`config.mk`:
```
export PLATFORM = sky130hd
export DESIGN_NAME = sat2d_cfg_regs
export DESIGN_NICKNAME = d
export VERILOG_FILES = /design/src/design/sat2d_pkg.sv /design/src/design/sat2d_cfg_regs.sv
export SDC_FILE = /design/constraint.sdc
export NUM_CORES = 1
export LEC_CHECK = 0
export BUFFER_PORTS_ARGS = -buffer_cell sky130_fd_sc_hd__buf_4
export CELL_PAD_IN_SITES_DETAIL_PLACEMENT = 0
export CELL_PAD_IN_SITES_GLOBAL_PLACEMENT = 2
export CORE_AREA = 2 2 97 76
export DETAILED_ROUTE_END_ITERATION = 8
export DIE_AREA = 0 0 99 78
export PLACE_DENSITY = 0.75
export SLEW_MARGIN = 20
export SYNTH_ARGS = -nofsm -noshare
export SYNTH_HDL_FRONTEND = slang
export SYNTH_SLANG_ARGS = --single-unit
```
`constraint.sdc`:
```
create_clock -name i_clk -period 0.8 [get_ports i_clk]
set_input_delay 0.08 -clock i_clk [delete_from_list [all_inputs] [get_ports i_clk]]
set_output_delay 0.08 -clock i_clk [all_outputs]
set_load 0.05 [all_outputs]
```
`src/design/sat2d_pkg.sv`:
```
// package for the summed-area table block
// holds sizes, register codes and the types shared by the sat2d modules other than the line ram
// no dependencies
`default_nettype none

package sat2d_pkg;

    // matrix limits
    localparam int MAX_COLUMNS = 1024;
    localparam int MAX_ROWS    = 1024;

    // field and counter widths
    localparam int ELEM_W     = 32;
    localparam int SUM_W      = 52;
    localparam int REG_W      = 11;
    localparam int COL_W      = $clog2(MAX_COLUMNS);
    localparam int ROW_W      = $clog2(MAX_ROWS);
    localparam int COL_CNT_W  = COL_W + 1;
    localparam int ROW_CNT_W  = ROW_W + 1;
    localparam int IN_DATA_W  = 32;
    localparam int OUT_DATA_W = 56;

    // configuration port
    localparam int ADDR_W = 3;
    localparam int DATA_W = 32;

    // register indexes
    typedef enum logic [0:0] {
        REG_COLUMNS = 1'b0,
        REG_ROWS    = 1'b1
    } t_reg_idx;

    // configuration seen by the datapath
    typedef struct packed {
        logic [REG_W-1:0] columns_in_use;
        logic [REG_W-1:0] rows_in_use;
        logic             restart;
    } t_cfg;

    // one result word
    typedef struct packed {
        logic             matrix_end;
        logic             row_end;
        logic [SUM_W-1:0] rectangle_sum;
    } t_result;

    // reset values of the size registers
    localparam logic [REG_W-1:0] COLUMNS_RESET = REG_W'(5);
    localparam logic [REG_W-1:0] ROWS_RESET    = REG_W'(4);

endpackage

`default_nettype wire

```
`src/design/sat2d_cfg_regs.sv`:
```
// apb register file for the summed-area table sizes
// depends on sat2d_pkg
`default_nettype none

module sat2d_cfg_regs (
    input  wire logic                          i_clk,
    input  wire logic                          i_rst_n,
    input  wire logic                          psel,
    input  wire logic                          penable,
    input  wire logic                          pwrite,
    input  wire logic [sat2d_pkg::ADDR_W-1:0]  paddr,
    input  wire logic [sat2d_pkg::DATA_W-1:0]  pwdata,
    output logic      [sat2d_pkg::DATA_W-1:0]  prdata,
    output logic                               pready,
    output sat2d_pkg::t_cfg                    o_cfg
);

    logic [sat2d_pkg::REG_W-1:0] r_columns;
    logic [sat2d_pkg::REG_W-1:0] r_rows;
    logic                        wr_en;
    sat2d_pkg::t_reg_idx         reg_idx;

    assign pready  = 1'b1;
    assign wr_en   = psel & penable & pwrite & pready;
    assign reg_idx = sat2d_pkg::t_reg_idx'(paddr[2]);

    // register writes
    always_ff @(posedge i_clk) begin
        if (!i_rst_n) begin
            r_columns <= sat2d_pkg::COLUMNS_RESET;
            r_rows    <= sat2d_pkg::ROWS_RESET;
        end else if (wr_en) begin
            unique case (reg_idx)
                sat2d_pkg::REG_COLUMNS: r_columns <= pwdata[sat2d_pkg::REG_W-1:0];
                sat2d_pkg::REG_ROWS:    r_rows    <= pwdata[sat2d_pkg::REG_W-1:0];
                default:                r_columns <= r_columns;
            endcase
        end
    end

    // read back
    always_comb begin
        unique case (reg_idx)
            sat2d_pkg::REG_COLUMNS: prdata = sat2d_pkg::DATA_W'(r_columns);
            sat2d_pkg::REG_ROWS:    prdata = sat2d_pkg::DATA_W'(r_rows);
            default:                prdata = '0;
        endcase
    end

    // any write restarts the matrix at the origin
    assign o_cfg.columns_in_use = r_columns;
    assign o_cfg.rows_in_use    = r_rows;
    assign o_cfg.restart        = wr_en;

    // paddr low bits do not select anything
    logic unused_addr;
    assign unused_addr = ^paddr[1:0];

endmodule

`default_nettype wire

```
==> run metrics <==
Iteration-0 DRC Markers 14; RSZ-0062 raised after global routing yes; Worst Setup Slack, final -321 ps; failing checks negative setup slack; Placer Congestion 0.676; Setup CP Type reg -> out; final hold vios 0; Layout Skew 0 ps; drt drc 0; PD cells ~1100 mW/mm^2; Tmin final approximately 1100 ps; flop and latch count out of synthesis 22; CTS H-Tree Depth 1; footprint of the multi-input gates about 670 sq um; Post-Route WL about 3400 microns; # setup viols final 33; Setup crit end kind output pin; post-synth top area cell dfxtp_1; total of max-cap violations 0; Final #Nets around 250; top-area cell type share of the netlist area between 30% and 40%; WL per Instance ~12 microns; Post-Place Cells 278; Die Wd between 90 and 100 microns; Via Count 1073; DR pass1 iterations 2; die span in y 78 microns; I/O pin total 96; post-synthesis cell type count 13; GRT overflow 0; Tcrit/Tclk final 140%; Max IR drop VDD just over 0.6 mV; fin cells about 290; global-route wire length before repair between 5000 and 6000 microns; CP required a little over 700 ps; layout cell share with drive strength beyond 1 64.3%; Reg area ~520 sq um; setup TNS -6660 ps; Leakage Power 1.18 nW; commonest non-fill, non-tap cell in the layout buf_6; Final ANT Viol Nets 0; outcome finished, violations left; worst-path fanout max 2; # port buffers 50; gr usage total roughly 8.4%; worst min path class in -> reg; Core ar. 0.00667 sq mm; most frequent cells in the layout 36 x buf_6, 26 x buf_8, 22 x mux2i_1, 22 x conb_1, 22 x dfxtp_4; row count 26; hold depth 3; hold_buf cts 0; Slew Viols, Final 0; arrival time of the worst setup path roughly 1000 ps; highest clock rate 892 MHz; Root Buffer clkbuf_8; Area contributors post-synth dfxtp_1 37%, mux2i_1 19%, buf_4 15%; Layout area overhead 104%; Syn Std Cell Area roughly 0.0012 sq mm; dpl hpwl 2440 microns; Reg clk slew, reported paths 80 ps; Tot Pwr between 2 and 3 mW; Num Clock Sinks 22; Ys Warns 0; vias in the first global route approximately 1000; die footprint 0.00772 sq mm; Worst R2R Start r_columns[3]; reg2reg end r_columns[3]; TritonCTS Buffers 3; Synth Area per Inst 9.43 sq um; CTS tree built; Reg2Reg Depth 4; Mapped Cells ~130; largest net degree at the start of global routing 16; Reg2Reg Setup Slack roughly 20 ps; Max clock buf depth 2; Initial Utilization 17.7%; sequential area share after synthesis a little under two fifths; Worst Setup EP prdata[4]; Antenna diodes 0; filler instances between 600 and 700; CP Launch Point r_columns[4]; clk_lat worst skew 260 ps; initial antenna violation count 0; Vias/cell between 3 and 4; critical path launch point type register
registers in the layout, indices dropped and copies added, names as in the netlist:
signal and flops:
r_columns 11, r_rows 11
synthesized netlist by cell type:
| library cell | number |
|---|---|
| clkbuf_1 | 1 |
| buf_2 | 5 |
| nand4_1 | 1 |
| buf_4 | 24 |
| and4b_1 | 1 |
| nand4b_2 | 1 |
| conb_1 | 2 |
| mux2i_1 | 22 |
| dfxtp_1 | 22 |
| nor2b_1 | 5 |
| mux2_2 | 11 |
| nand2_1 | 29 |
| and3_1 | 1 |
layout make-up:
cell class / count / area share, %
Clock buffer: 3 / 1.72
Multi-Input combinational cell: 93 / 27.7
Timing Repair Buffer: 88 / 44.3
Tap cell: 84 / 4.37
Clock inverter: 1 / 0.156
Sequential cell: 22 / 21.7
kinds of logic (layout without fill, tap and decap cells):
| family | count (synthesis) | in the layout | synth area share (%) |
|---|---|---|---|
| buffers and inverters | 30 | 92 | 17.7 |
| AND/OR/NAND/NOR | 38 | 38 | 15.1 |
| flip-flops | 22 | 22 | 37.4 |
| other | 2 | 22 | 0.637 |
| multiplexers | 33 | 33 | 29.2 |
worst max-delay path, cell delays in order, from the launching register on:
cell	delay (ps)
dfxtp_4	350
mux2_4	270
buf_6	150
what timing repair did:
action                     CTS  global route
gates resized for setup     71            31
setup endpoints to repair   33            35
setup buffers                2            13
where the power goes:
| part | leakage (nW) | switching [mW] | internal [mW] |
|---|---|---|---|
| clock network | 0.0231 | 0.372 | 0.343 |
| registers | 0.193 | 0.0162 | 1.06 |
| logic | 0.966 | 0.542 | 0.326 |
| total | 1.18 | 0.930 | 1.73 |
through the flow:
stage	worst slack, ps	area [sq um]	utilization (%)	hold slack [ps]
global placement	-131	1940	29.1	343
detailed placement	-135	1940	29.1	348
floorplan	-29.9	1380	-	208
CTS	-332	2270	34.0	53.4
global route	-357	2400	36.1	62.0
finish	-321	2400	36.1	65.3
layer usage:
metal  global-route usage [%]  part of all wire, %  vias to the layer above
li1                         -                    -                      530
met1                     11.1                   45                      498
met2                     13.9                   47                       43
met3                     3.06                  7.4                        2
met4                    0.411                 0.32                        0
met5                        0                    0                        -
worst min path at each step:
stage | end | slack [ps] | start
after global placement | r_rows[0] | 340 | pwdata[0]
after CTS | r_rows[0] | 50 | pwdata[0]
after detailed placement | r_rows[0] | 350 | pwdata[0]
after global routing | r_rows[0] | 60 | pwdata[0]
final | r_rows[0] | 70 | pwdata[0]
after floorplan | r_rows[0] | 210 | pwdata[0]
Power figures use the tool's default switching activity.
