[src/design/sat2d_pkg.sv]
// package for the summed-area table block
// holds sizes, register codes and the types shared by the sat2d modules other than the line ram
// no dependencies
`default_nettype none

package sat2d_pkg;

    // matrix limits
    localparam int MAX_COLUMNS = 1024;
    localparam int MAX_ROWS    = 1024;

    // field and counter widths
    localparam int ELEM_W     = 32;
    localparam int SUM_W      = 52;
    localparam int REG_W      = 11;
    localparam int COL_W      = $clog2(MAX_COLUMNS);
    localparam int ROW_W      = $clog2(MAX_ROWS);
    localparam int COL_CNT_W  = COL_W + 1;
    localparam int ROW_CNT_W  = ROW_W + 1;
    localparam int IN_DATA_W  = 32;
    localparam int OUT_DATA_W = 56;

    // configuration port
    localparam int ADDR_W = 3;
    localparam int DATA_W = 32;

    // register indexes
    typedef enum logic [0:0] {
        REG_COLUMNS = 1'b0,
        REG_ROWS    = 1'b1
    } t_reg_idx;

    // configuration seen by the datapath
    typedef struct packed {
        logic [REG_W-1:0] columns_in_use;
        logic [REG_W-1:0] rows_in_use;
        logic             restart;
    } t_cfg;

    // one result word
    typedef struct packed {
        logic             matrix_end;
        logic             row_end;
        logic [SUM_W-1:0] rectangle_sum;
    } t_result;

    // reset values of the size registers
    localparam logic [REG_W-1:0] COLUMNS_RESET = REG_W'(5);
    localparam logic [REG_W-1:0] ROWS_RESET    = REG_W'(4);

endpackage

`default_nettype wire

[src/design/sat2d_out_fifo.sv]
// four-word output queue between the adder stage and the result stream
// depends on sat2d_pkg
`default_nettype none

module sat2d_out_fifo (
    input  wire logic               i_clk,
    input  wire logic               i_rst_n,
    input  wire logic               i_push,
    input  sat2d_pkg::t_result      i_word,
    output logic                    o_valid,
    input  wire logic               i_pop,
    output sat2d_pkg::t_result      o_word,
    output logic [2:0]              o_count
);

    sat2d_pkg::t_result r_mem [4];
    logic [1:0]         r_wr;
    logic [1:0]         r_rd;
    logic [2:0]         r_count;
    logic               do_pop;

    assign do_pop  = i_pop & (r_count != 3'd0);
    assign o_valid = (r_count != 3'd0);
    assign o_word  = r_mem[r_rd];
    assign o_count = r_count;

    // storage
    always_ff @(posedge i_clk) begin
        if (i_push) begin
            r_mem[r_wr] <= i_word;
        end
    end

    // pointers and fill count
    always_ff @(posedge i_clk) begin
        if (!i_rst_n) begin
            r_wr    <= '0;
            r_rd    <= '0;
            r_count <= '0;
        end else begin
            if (i_push) r_wr <= r_wr + 2'd1;
            if (do_pop) r_rd <= r_rd + 2'd1;
            r_count <= r_count + {2'd0, i_push} - {2'd0, do_pop};
        end
    end

endmodule

`default_nettype wire

[config.mk]
export PLATFORM = sky130hd
export DESIGN_NAME = sat2d_out_fifo
export DESIGN_NICKNAME = d
export VERILOG_FILES = /design/src/design/sat2d_pkg.sv /design/src/design/sat2d_out_fifo.sv
export SDC_FILE = /design/constraint.sdc
export NUM_CORES = 1
export LEC_CHECK = 0
export BUFFER_PORTS_ARGS = -buffer_cell sky130_fd_sc_hd__buf_4
export CORE_MARGIN = 5
export CORE_UTILIZATION = 53
export CTS_BUF_LIST = sky130_fd_sc_hd__clkbuf_4 sky130_fd_sc_hd__clkbuf_8
export CTS_CLUSTER_SIZE = 16
export DETAILED_ROUTE_END_ITERATION = 8
export MAX_ROUTING_LAYER = met4
export PLACE_DENSITY = 0.82
export SYNTH_ARGS = -nofsm -noshare
export SYNTH_HDL_FRONTEND = slang
export SYNTH_SLANG_ARGS = --single-unit
[constraint.sdc]
create_clock -name i_clk -period 4.4 [get_ports i_clk]
set_clock_uncertainty 0.2 [all_clocks]
set_input_delay 0.22 -clock i_clk [delete_from_list [all_inputs] [get_ports i_clk]]
set_output_delay 0.22 -clock i_clk [all_outputs]
set_load 0.1 [all_outputs]
==> results.md <==
- DR pass1 iterations: 4
- Cell count after placement: 645
- Critical-path cell list: buf_4 > mux4_2 > buf_4
- Worst skew pair latency: 0.49 ns
- Path type of the worst min-delay path: input port to flop
- Final setup viols: 0
- CP endpoint kind: primary output
- CP required: 3.98 ns
- Hold Violations, Final: 0
- Leak pwr: 3.68 nW
- Peak VDD IR: 0.392 mV
- Htree depth: 2
- Part of the power in registers: 40.9%
- Rows: 45
- Vias in the first global route: 4606
- XOR/XNOR Fraction of Synth Area: 0.376%
- Global-route wire length before repair: 24.0 mm
- Pins Over Slew Limit: 0
- Core ar.: 0.0153 mm2
- Fmax: 339 MHz
- GPL Wtd Cong: 0.678
- Sw Share: 38.3%
- Mapped cell area: 0.00833 mm2
- Worst slew pin tran: 1.09 ns
- Final instance area: 0.0106 mm2
- Switch Pwr: 2.46 mW
- CTS Buf Count: 36
- CTS root buffer: clkbuf_8
- Pwr Density: 608 mW/mm2
- Setup TNS: 0 ns
- Initial Util: 54.4%
- Crit share post-route: 67.1%
- Synth Instances: 326
- Top-Level Pins: 116
- Die Area: 0.0183 mm2
- Wirelength, routed: 15.2 mm
- Mux share of post-synthesis cell area: 15.3%
- Worst Path Max Fanout: 32
- Global route overflow: 0
- Post-Synth Simple-Gate Area: 0.992%
- Clock share of power: 25.0%
- Register area share after synthesis: 80.0%
- Longest Clk Path Bufs: 3
- Multi-input gate area: 0.00150 mm2
- Mapped Nets: 391
- Initial antenna violation count: 1
- Syn Area/Cell: 25.5 um2
- # port buffers: 115
- Hold WS: 0.269 ns
- Final HPWL DP: 8.75 mm
- # DRC: 0
- Worst path most repeated cell: buf_4
- Non-filler cells, final: 762
- Worst-path clk slew: 0.05 ns
- TritonCTS clock tree: yes
- Power Total: 6.43 mW
- Crit Path Class: flop to primary output
- Area delta synth->final: 27.0%
- Relative slew slack: 27.6%
- Compound-cell area share of the yosys netlist: 0.210%
- Seq cells post-synth: 225
- RSZ-0062 raised after global routing: false
- Most frequent cells in the layout: edfxtp_1, buf_4, dlygate4sd3_1, mux4_2, clkbuf_8
- Postcts setup bufs: 0
- CP Launch Type: flop
- Max stage delay cell, worst path: dfxtp_2
- Routed Antenna Nets: 0
- Fin crit period: 2.95 ns
- First-iteration detailed-routing DRC count: 238
- Reg area: 0.00667 mm2
- Fraction of layout cells with a size suffix above 1: 41.5%
- Cell internal pwr: 3.97 mW
- Share of total power in combinational logic: 34.1%
- Post-Synth Adder-Cell Area: 1.14%
- Area after DPL: 0.00936 mm2
- Nets: 594
- Crit path DAT: 2.53 ns
- Unique masters post-synth: 21
- Filler cells: 958
- Die width: 135 um
- Clock sinks: 225
- GRT Total Usage: 17.8%
- Via density per instance: 5.25
- YS warnings: 0
- Die height: 135 um
- Total number of vias: 4002
- DR WL/cell: 19.9 um
- Resize count post-CTS: 0
- Largest net degree at the start of global routing: 55
- Max-cap violations: 0
- CP peak stage delay: 0.90 ns
- Largest family of logic cells by synthesized area: multiplexers
- Commonest non-fill, non-tap cell in the layout: edfxtp_1
- Status: complete, no violations
==> state kept, by name, summed over array words and instances, names as in the netlist, named ones only <==
| signal | cells |
|---|---|
| o_count | 3 |
| r_rd | 2 |
| r_mem | 216 |
| r_wr | 2 |
==> metrics by stage <==
stage | util [%] | setup slack [ns]
floorplan | - | 1.77
global placement | 61.1 | 1.90
detailed placement | 61.1 | 1.90
CTS | 69.1 | 1.35
global route | 69.1 | 1.23
finish | 69.1 | 1.45
==> path summary, 6_finish.rpt <==
path	depth (start not counted)	start	end	slack [ns]
setup / recovery	3	flop	o_word[25]	1.45
hold / removal	2	i_word[5]	r_mem[0][5]	0.27
setup reg to reg	4	r_wr[1]	r_mem[1][10]	2.02
hold reg to reg	2	r_rd[0]	flop	0.30
==> Yosys cell counts <==
| cell type | number | area, um2 |
|---|---|---|
| xor2_1 | 1 | 8.76 |
| clkbuf_2 | 1 | 5.00 |
| mux4_1 | 4 | 105 |
| o31a_1 | 1 | 8.76 |
| nand2b_1 | 2 | 12.5 |
| buf_12 | 5 | 100 |
| mux4_2 | 50 | 1130 |
| xnor3_1 | 1 | 22.5 |
| and2_1 | 8 | 50.1 |
| buf_2 | 5 | 25.0 |
| edfxtp_1 | 216 | 6490 |
| inv_1 | 6 | 22.5 |
| dfxtp_1 | 9 | 180 |
| ha_1 | 6 | 75.1 |
| nor2b_1 | 1 | 6.26 |
| nand2_1 | 2 | 7.51 |
| o311ai_0 | 1 | 8.76 |
| or3_1 | 1 | 6.26 |
| fa_1 | 1 | 20.0 |
| mux2i_1 | 4 | 40.0 |
| buf_6 | 1 | 11.3 |
==> power groups by stage <==
stage	sequential [mW]	clock, mW	combinational (mW)
2_1_floorplan	2.63	0	1.85
3_3_place_gp	2.68	0	2.14
3_5_place_dp	2.69	0	2.16
4_1_cts	2.64	1.65	2.20
5_1_grt	2.66	1.76	2.25
6_report	2.63	1.61	2.19
==> what timing repair did <==
action	in CTS	in global routing
hold endpoints to repair	225	0
setup endpoints to repair	0	0
hold buffers	57	0
==> routing by layer <==
metal  track usage, %  part of all wire (%)  up-vias
met5                -                     0        -
met4             5.66                   1.5        0
met3             3.83                   5.2       17
met2             30.5                    53      126
met1             21.4                    41     2060
li1                 -                     -     1799
==> layout make-up <==
type	instances	share of cell area, %
Antenna cell	1	0.0237
Clock buffer	51	5.81
Clock inverter	8	0.296
Inverter	6	0.213
Multi-Input combinational cell	83	14.2
Sequential cell	225	63.1
Tap cell	211	2.50
Timing Repair Buffer	177	13.9
==> cells by family (layout without fill, tap and decap cells) <==
logic type                 Yosys count  count (layout)
DFF                                225             225
xor gates and xnor gates             2               2
buffers and inverters               18             242
other                                0               1
adders and majority gates            7               7
AOI/OAI and AO/OA                    2               2
and+or+nand+nor                     14              14
muxes                               58              58
==> worst max-delay path: cells and delay by family (launching register included) <==
| kind | cells | cell delay (ns) |
|---|---|---|
| buf+inv | 2 | 0.73 |
| mux | 1 | 0.40 |
| flops | 1 | 0.90 |
Power figures use the tool's default switching activity.
